`src/sv/utf8_stream_validator_unit_assert.svh`:
```
// Assertion macros used by the UTF-8 stream validator top level.
`ifndef UTF8_STREAM_VALIDATOR_UNIT_ASSERT_SVH
`define UTF8_STREAM_VALIDATOR_UNIT_ASSERT_SVH

// Same-cycle implication, checked out of reset.
`define UTF8SV_ASSERT_NOW(label, clk, rstn, ante, cons, msg) \
    label: assert property (@(posedge clk) disable iff (!(rstn)) (ante) |-> (cons)) \
        else $error(msg);

// Next-cycle implication, checked out of reset.
`define UTF8SV_ASSERT_NEXT(label, clk, rstn, ante, cons, msg) \
    label: assert property (@(posedge clk) disable iff (!(rstn)) (ante) |=> (cons)) \
        else $error(msg);

`endif

```
`src/sv/utf8sv_pkg.sv`:
```
// Package: decoder state type, byte class masks and overlong limits.
`timescale 1ns / 1ps

package utf8sv_pkg;

    localparam int unsigned ByteW   = 8;
    localparam int unsigned CountW  = 3;
    localparam int unsigned CodeW   = 31;
    localparam int unsigned TdataW  = 8;

    // Lead and continuation byte class masks / patterns
    localparam logic [ByteW-1:0] MaskTop1  = 8'h80;
    localparam logic [ByteW-1:0] MaskTop2  = 8'hc0;
    localparam logic [ByteW-1:0] MaskTop3  = 8'he0;
    localparam logic [ByteW-1:0] MaskTop4  = 8'hf0;
    localparam logic [ByteW-1:0] MaskTop5  = 8'hf8;
    localparam logic [ByteW-1:0] MaskTop6  = 8'hfc;
    localparam logic [ByteW-1:0] MaskTop7  = 8'hfe;
    localparam logic [ByteW-1:0] PatCont   = 8'h80;
    localparam logic [ByteW-1:0] PatLead2  = 8'hc0;
    localparam logic [ByteW-1:0] PatLead3  = 8'he0;
    localparam logic [ByteW-1:0] PatLead4  = 8'hf0;
    localparam logic [ByteW-1:0] PatLead5  = 8'hf8;
    localparam logic [ByteW-1:0] PatLead6  = 8'hfc;
    localparam logic [5:0]       ContPayloadMask = 6'h3f;

    localparam logic [CountW-1:0] MaxCont = 3'd5;

    typedef struct packed {
        logic [CountW-1:0] bytes_left;
        logic [CountW-1:0] seq_length;
        logic [CodeW-1:0]  code_point;
        logic              failed;
    } dec_state_t;

    // Smallest legal code point for a sequence with n continuation bytes
    function automatic logic [CodeW-1:0] min_code(input logic [CountW-1:0] n);
        logic [CodeW-1:0] r;
        unique case (n)
            3'd1:    r = 31'h0000080;
            3'd2:    r = 31'h0000800;
            3'd3:    r = 31'h0010000;
            3'd4:    r = 31'h0200000;
            3'd5:    r = 31'h4000000;
            default: r = '0;
        endcase
        return r;
    endfunction

endpackage

```
`src/sv/utf8_stream_validator_unit.sv`:
```
// Top level: UTF-8 (six-byte form) stream validator with stream handshakes.
//
// Input channel s_*: one byte of the string per request in s_tdata[7:0],
// s_tlast marks the last byte of a string. Result channel m_*: one result
// per input byte; m_tdata[0] is the running verdict (1 = no violation so
// far in this string, this byte included), m_tlast echoes s_tlast, and
// the verdict is final on the request where m_tlast is 1.
// A taken byte is held in the input stage, then passes the byte decoder
// into the decoder state plus result register that drives m_* (two
// registers). Throughput: one byte per cycle unless m_tready stalls it, set
// by the single pass through the byte decoder between the two registers.
// Reset (aresetn low, synchronous): both stages empty, decoder state and
// the sticky failure flag cleared, as at the start of a new string.
// When the receiver holds m_tready low the result register holds, the
// input stage fills, and s_tready falls; no request is lost or repeated.
`timescale 1ns / 1ps

module utf8_stream_validator_unit (
    input  logic                             aclk,
    input  logic                             aresetn,
    input  logic                             s_tvalid,
    output logic                             s_tready,
    input  logic [utf8sv_pkg::TdataW-1:0]    s_tdata,   // [7:0] data_byte
    input  logic                             s_tlast,   // last_byte
    output logic                             m_tvalid,
    input  logic                             m_tready,
    output logic [utf8sv_pkg::TdataW-1:0]    m_tdata,   // [0] string_ok, [7:1] zero
    output logic                             m_tlast    // is_final
);
    import utf8sv_pkg::*;

    logic             in_valid_reg;
    logic [ByteW-1:0] in_byte_reg;
    logic             in_last_reg;
    dec_state_t       state_reg;
    dec_state_t       state_next;
    logic             step_ok;
    logic             out_valid_reg;
    logic             out_ok_reg;
    logic             out_last_reg;
    logic             advance;
    logic             s_take;

    assign advance  = ~out_valid_reg | m_tready;
    assign s_tready = ~in_valid_reg | advance;
    assign s_take   = s_tvalid & s_tready;

    // Input stage
    always_ff @(posedge aclk) begin
        if (!aresetn) begin
            in_valid_reg <= 1'b0;
        end else if (s_take) begin
            in_valid_reg <= 1'b1;
        end else if (advance) begin
            in_valid_reg <= 1'b0;
        end
    end

    always_ff @(posedge aclk) begin
        if (s_take) begin
            in_byte_reg <= s_tdata[ByteW-1:0];
            in_last_reg <= s_tlast;
        end
    end

    // Byte decoder
    utf8sv_step u_step (
        .cur_state  (state_reg),
        .data_byte  (in_byte_reg),
        .last_byte  (in_last_reg),
        .next_state (state_next),
        .string_ok  (step_ok)
    );

    // Decoder state and result register
    always_ff @(posedge aclk) begin
        if (!aresetn) begin
            state_reg     <= '0;
            out_valid_reg <= 1'b0;
        end else if (advance) begin
            out_valid_reg <= in_valid_reg;
            if (in_valid_reg) begin
                state_reg <= state_next;
            end
        end
    end

    always_ff @(posedge aclk) begin
        if (advance && in_valid_reg) begin
            out_ok_reg   <= step_ok;
            out_last_reg <= in_last_reg;
        end
    end

    assign m_tvalid = out_valid_reg;
    assign m_tdata  = {{(TdataW-1){1'b0}}, out_ok_reg};
    assign m_tlast  = out_last_reg;

    `include "utf8_stream_validator_unit_assert.svh"

    `UTF8SV_ASSERT_NEXT(a_clear_after_last, aclk, aresetn,
        advance && in_valid_reg && in_last_reg, state_reg == '0,
        "decoder state not cleared after last byte")
    `UTF8SV_ASSERT_NEXT(a_failed_sticky, aclk, aresetn,
        advance && in_valid_reg && state_reg.failed, !out_ok_reg,
        "verdict recovered inside a failed string")
    `UTF8SV_ASSERT_NOW(a_left_range, aclk, aresetn,
        1'b1, state_reg.bytes_left <= MaxCont,
        "continuation count out of range")
    `UTF8SV_ASSERT_NOW(a_left_le_len, aclk, aresetn,
        state_reg.bytes_left != '0,
        state_reg.seq_length != '0 && state_reg.bytes_left <= state_reg.seq_length,
        "open sequence count exceeds its length")

endmodule

```
`src/sv/utf8sv_step.sv`:
```
// Combinational next-state logic: one byte through the UTF-8 decoder state.
`timescale 1ns / 1ps

module utf8sv_step (
    input  utf8sv_pkg::dec_state_t          cur_state,
    input  logic [utf8sv_pkg::ByteW-1:0]    data_byte,
    input  logic                            last_byte,
    output utf8sv_pkg::dec_state_t          next_state,
    output logic                            string_ok
);
    import utf8sv_pkg::*;

    dec_state_t       upd;
    logic [CodeW-1:0] shifted;
    logic [CountW-1:0] left_dec;

    assign shifted  = {cur_state.code_point[CodeW-7:0], data_byte[5:0] & ContPayloadMask};
    assign left_dec = cur_state.bytes_left - 3'd1;

    // Byte update; skipped entirely once the string has failed
    always_comb begin
        upd = cur_state;
        if (cur_state.failed) begin
            upd = cur_state;
        end else if (cur_state.bytes_left == '0) begin
            // expecting a lead byte
            priority if ((data_byte & MaskTop1) == '0) begin
                upd = cur_state;
            end else if ((data_byte & MaskTop3) == PatLead2) begin
                upd.seq_length = 3'd1;
                upd.bytes_left = 3'd1;
                upd.code_point = {26'd0, data_byte[4:0]};
            end else if ((data_byte & MaskTop4) == PatLead3) begin
                upd.seq_length = 3'd2;
                upd.bytes_left = 3'd2;
                upd.code_point = {27'd0, data_byte[3:0]};
            end else if ((data_byte & MaskTop5) == PatLead4) begin
                upd.seq_length = 3'd3;
                upd.bytes_left = 3'd3;
                upd.code_point = {28'd0, data_byte[2:0]};
            end else if ((data_byte & MaskTop6) == PatLead5) begin
                upd.seq_length = 3'd4;
                upd.bytes_left = 3'd4;
                upd.code_point = {29'd0, data_byte[1:0]};
            end else if ((data_byte & MaskTop7) == PatLead6) begin
                upd.seq_length = 3'd5;
                upd.bytes_left = 3'd5;
                upd.code_point = {30'd0, data_byte[0]};
            end else begin
                upd.failed = 1'b1;
            end
        end else if ((data_byte & MaskTop2) != PatCont) begin
            // non-continuation inside a sequence
            upd.failed = 1'b1;
        end else begin
            upd.code_point = shifted;
            upd.bytes_left = left_dec;
            // overlong check on completion
            if (left_dec == '0 && shifted < min_code(cur_state.seq_length)) begin
                upd.failed = 1'b1;
            end
        end
    end

    assign string_ok  = ~upd.failed;
    // Clear all state after the last byte of a string
    assign next_state = last_byte ? dec_state_t'('0) : upd;

endmodule
```
`config.mk`:
```
export PLATFORM = sky130hd
export DESIGN_NAME = utf8_stream_validator_unit
export DESIGN_NICKNAME = d
export VERILOG_FILES = /design/src/sv/utf8sv_pkg.sv /design/src/sv/utf8_stream_validator_unit.sv /design/src/sv/utf8sv_step.sv
export VERILOG_INCLUDE_DIRS = /design/src /design/src/sv
export SDC_FILE = /design/constraint.sdc
export NUM_CORES = 1
export LEC_CHECK = 0
export BUFFER_PORTS_ARGS = -buffer_cell sky130_fd_sc_hd__buf_4
export CORE_MARGIN = 5
export CORE_UTILIZATION = 30
export DETAILED_ROUTE_END_ITERATION = 12
export SYNTH_ARGS = -nofsm -noshare
export SYNTH_HDL_FRONTEND = slang
export SYNTH_SLANG_ARGS = --single-unit
```
`constraint.sdc`:
```
create_clock -name aclk -period 5.4 [get_ports aclk]
set_clock_uncertainty 0.05 [all_clocks]
set_input_delay 0.81 -clock aclk [delete_from_list [all_inputs] [get_ports aclk]]
set_output_delay 0.81 -clock aclk [all_outputs]
set_load 0.02 [all_outputs]
```
== After elaboration in Yosys (flattened, before gate mapping) ==
Cells that the tools add are included.
Word-level totals
  output and inout port bits: 11
  logic and storage cells: 71
  register bits: 45
  input port bits: 13
Operators by class
  eq/ne operators: 16
  bitwise operators: 6
  add/subtract/negate cells: 1
  mux-type cells: 26
  $lt $le $gt $ge: 1
  reduce and logical (&&, ||, !) cells: 11
Operator list (count)
  $mux W37: 5
  $pmux W27 S5: 1
  $mux W31: 4
  $mux W38: 3
  $mux W32: 1
  $lt A31 B31 Y1: 1
  $reduce_and A6 Y1: 2
  $eq A3 B3 Y1 const B: 3
  $mux W1: 9
  $mux W3: 3
  $logic_not A8 Y1: 1
  $eq A7 B7 Y1 const B: 1
  $ne A7 B7 Y1 const B: 1
  $eq A3 B2 Y1 const B: 2
  $eq A6 B6 Y1 const B: 1
  $logic_not A3 Y1: 2
  $ne A2 B2 Y1 const B: 3
  $reduce_bool A6 Y1: 1
  $eq A5 B5 Y1 const B: 1
  $eq A4 B4 Y1 const B: 1
  $reduce_bool A2 Y1: 2
  $eq A3 B1 Y1 const B: 1
  $ne A3 B2 Y1 const B: 1
  $ne A3 B3 Y1 const B: 1
  other kinds (6): 10

== Logic depth before layout (Yosys ltp) ==
  depth after elaboration: 12
  mapped depth: 9
  mapped depth without buffers: 8

== Hierarchy ==
Synthesis repeated with hierarchy kept, for this count alone.
Unflattened totals
  cell total of the unflattened synthesis: 350
  area total of the unflattened synthesis: 3057.9 sq um
By module, submodules not included
  utf8_stream_validator_unit: area each 2004.4 sq um, sequential area each 1131.1 sq um, cells each 195, instances 1
  utf8sv_step: area each 1053.5 sq um, sequential area each 0.0 sq um, cells each 155, instances 1

== Worst setup path after synthesis ==
No wires, ideal clock.
  path kind: input-to-reg
  start point: in m_tready
  end point: reg state_reg[13] (netlist bit)
  setup time: 0.058 ns
  cell stages on the path: 7
  path buffers: 2
  required time: 5.292 ns
  slack: 3.292 ns
  data arrival time: 2.000 ns
  cells stage by stage: nor2b_1 -> nor2b_1 -> clkbuf_1 -> o21ai_0 -> nor3_1 -> clkbuf_1 -> a22o_2
On the way
  word-level cells in the longest chain between the ends: 2
Ends and longest elaborated chain
  from (decl): line utf8_stream_validator_unit.sv:26  | input logic m_tready,
  $or A1 B1 Y1: line utf8_stream_validator_unit.sv:44  | assign advance = ~out_valid_reg | m_tready;
  $reduce_and A6 Y1 (no source line)
  to (signal assigned): line utf8_stream_validator_unit.sv:83  | state_reg <= state_next;
  to (decl): line utf8_stream_validator_unit.sv:35  | dec_state_t state_reg;
Every way passes these cells.
A chain may end at the register's enable or synchronous reset.

== Final worst setup path ==
Same ends and word-level chain as after synthesis.

==> impl_metrics.csv <==
group,metric,value,unit
outcome,status,"finished, final reports clean",
sta,fmax,368.6,MHz
floorplan,num_rows,29,
layout,fin_area,2217,µm²
route,firstDrtPassIters,4,
synthesis,synth_simple_gate_area_share,16.43,%
clock_tree,clock_path_buffers,2,
route,ant_nets,0,
global_routing,grt-ovfl-total,0,
global_routing,track_usage,10.07,%
clock_tree,clock_sinks,45,
pwr,power_density,274.2,nW/µm²
floorplan,ios,24,
synthesis,synth_compound_area_share,22.21,%
sta,timing.final.crit_period,2.713,ns
synthesis,synth_flop_cell,"dfxtp_1",
floorplan,die_w,91.08,µm
sta,final.setup.tns,0,ns
critical_path,path_class,"in -> reg",
critical_path,required,5.59,ns
floorplan,core-area,6386,µm²
placement,hpwl,2.992,mm
route,vias_per_cell,5.178,
sta,relSlewSlack,17.19,%
synthesis,synthArstFlopShare,0,%
synthesis,ys_ff_latch,45,
placement,dpl_cell_area,2131,µm²
route,dr_total_vias,1455,
global_routing,grt_max_degree,21,
synthesis,synthCells,189,
sta,tightest_slew,1.235,ns
floorplan,start_util,30.88,%
job,cap_viol_max_count,0,
clock_tree,cts.repair.resized,0,
layout,n_antenna_cell,0,
pwr,leakage,0.8462,nW
critical_path,crit_chain,"buf_4, nor2b_1, nor2b_1, o21ai_0, nor3_2, a22o_2",
synthesis,synth_top_family_by_area,"compound AO/OA/AOI/OAI gates",
synthesis,synth_xor_area_share,0,%
critical_path,cpMaxStageDelayCell,"nor3_2",
hold_path,hp-class,"reg -> reg",
floorplan,die_height,91.08,µm
layout,final_common_cell,"dfxtp_1",
clock_tree,postCtsSetupBuffers,0,
clock_tree,cts_tree,"built",
synthesis,synth_mux_area_share,0,%
global_routing,grt_pass1_wl,7.003,mm
sta,drv_slew,0,
critical_path,crit_top_cell,"nor2b_1",
synthesis,avgSynthCellArea,10.43,µm²
clock_tree,cts.clk_slew.worst_paths,0.08,ns
sta,setup_viol,0,
sta,rsz0062_at_grt,"no",
floorplan,dieArea,8295,µm²
synthesis,yosys.area_share.adder,4.442,%
placement,port_buffers,16,
route,routed_wl,4.035,mm
layout,nFillCells,653,
layout,layout_common_cells,"dfxtp_1, a22o_1, buf_4, nand2_1",
critical_path,critPathMaxStageDelay,0.98,ns
sta,fin_crit_sh,50.25,%
clock_tree,htree_levels,2,
clock_tree,root_buffer,"clkbuf_8",
pwr,p_total,608.0,µW
layout,largest_register_ffs,32,
placement,place_congestion,0.8007,
layout,final_nets,223,
clock_tree,ctsHoldBuffers,0,
critical_path,crit_fanout,20,
route,wl_per_cell,14.36,µm
global_routing,antenna_found_initial,0,
critical_path,crit_arrival,2.90,ns
layout,utilization,34.72,%
critical_path,cp-end-kind,"flop",
layout,drive_above_1_share,15.20,%
synthesis,seq_area_frac_synth,51.27,%
route,remaining_drc_errors,0,
global_routing,grt_pass1_vias,1441,
synthesis,synthDistinctLibCells,42,
sta,final_hold_viol_count,0,
sta,whs,0.4098,ns
synthesis,synth-edff-count,11,
layout,area_growth_syn_to_layout,12.44,%
critical_path,start_kind,"input port",
clock_tree,cts_buffers,5,
synthesis,ys_warn_count,0,
synthesis,synth_area,1972,µm²
pwr,vdd_ir_drop_max,0.1643,mV
route,dr.first_iter.drc_count,52,
clock_tree,clk_latency,0.29,ns
-- layer usage --
metal / wire length (µm) / up-vias / share of wire (%) / track usage [%]
met3: 166 / 2 / 4.1 / 2.975
met4: 16 / 0 / 0.40 / 2.078
met1: 1994 / 684 / 49 / 13.63
li1: - / 734 / - / -
met2: 1858 / 35 / 46 / 15.99
met5: 0 / - / 0 / 0
-- synth_stat cells (all sizes together), types with 2 or more instances --
library cell   n  area [µm²]
dfxtp         34       680.7
a22o          20       177.7
nand2         14       52.55
edfxtp        11       330.3
o21ai         11       55.05
buf           10       70.07
a21oi          8       40.04
ha             7       87.58
clkbuf         6       22.52
nand3          6       30.03
nand3b         5       37.54
nor2           5       18.77
nor2b          5       31.28
nor3           5       25.02
inv            4       15.01
nand2b         4       25.02
a32o           3       30.03
or4            3       26.27
and2           2       12.51
nand4          2       12.51
nor3b          2       15.01
nor4           2       12.51
o2111ai        2       17.52
o221a          2       22.52
o31ai          2       15.01
-- where the power goes --
group / total, mW / leakage (nW) / internal, mW / switching (mW)
sequential: 0.359 / 0.381 / 0.352 / 0.00621
clock: 0.202 / 0.0455 / 0.0895 / 0.112
combinational: 0.0477 / 0.420 / 0.0175 / 0.0302
total: 0.608 / 0.846 / 0.459 / 0.149
-- metrics by stage --
step,setup WS (ns),instances
floorplan,3.292,195
global placement,2.409,273
detailed placement,2.364,273
CTS,2.671,281
global route,2.401,281
finish,2.687,281
-- path summary, 6_finish.rpt --
| kind | from | end | slack [ns] | depth (start not counted) |
|---|---|---|---|---|
| worst min-delay path | state_reg[1]$_SDFFE_PN0P_ | state_reg[1]$_SDFFE_PN0P_ | 0.41 | 2 |
| worst max register to register | state_reg[35]$_SDFFE_PN0P_ | state_reg[15]$_SDFFE_PN0P_ | 2.70 | 8 |
| worst min register to register | state_reg[1]$_SDFFE_PN0P_ | state_reg[1]$_SDFFE_PN0P_ | 0.41 | 2 |
| worst max-delay path | m_tready | state_reg[13]$_SDFFE_PN0P_ | 2.69 | 6 |
-- worst max-delay path, delay by kind of cell --
family	cells	cell delay, ns
AO/OA/AOI/OAI	2	0.56
buffers and inverters	1	0.07
AND/OR/NAND/NOR	3	1.44
-- cell families (layout without fill, tap and decap cells) --
| group | after synthesis | after routing |
|---|---|---|
| AO/OA/AOI/OAI | 58 | 58 |
| adder cells (fa/ha/maj) | 7 | 7 |
| buffers and inverters | 20 | 29 |
| flip-flops | 45 | 45 |
| other | 1 | 7 |
| AND/OR/NAND/NOR | 58 | 58 |
-- area by class of cell --
type | instances | area [µm²] | area share (%)
flip-flops and latches | 45 | 1011 | 45.60
multi-input cells | 130 | 880.8 | 39.73
repair buffers | 17 | 127.6 | 5.756
well taps | 77 | 96.34 | 4.345
clock buffers | 5 | 68.82 | 3.104
clock inverters | 3 | 17.52 | 0.7901
inverters | 4 | 15.01 | 0.6772
(Power assumes the default switching activity.)
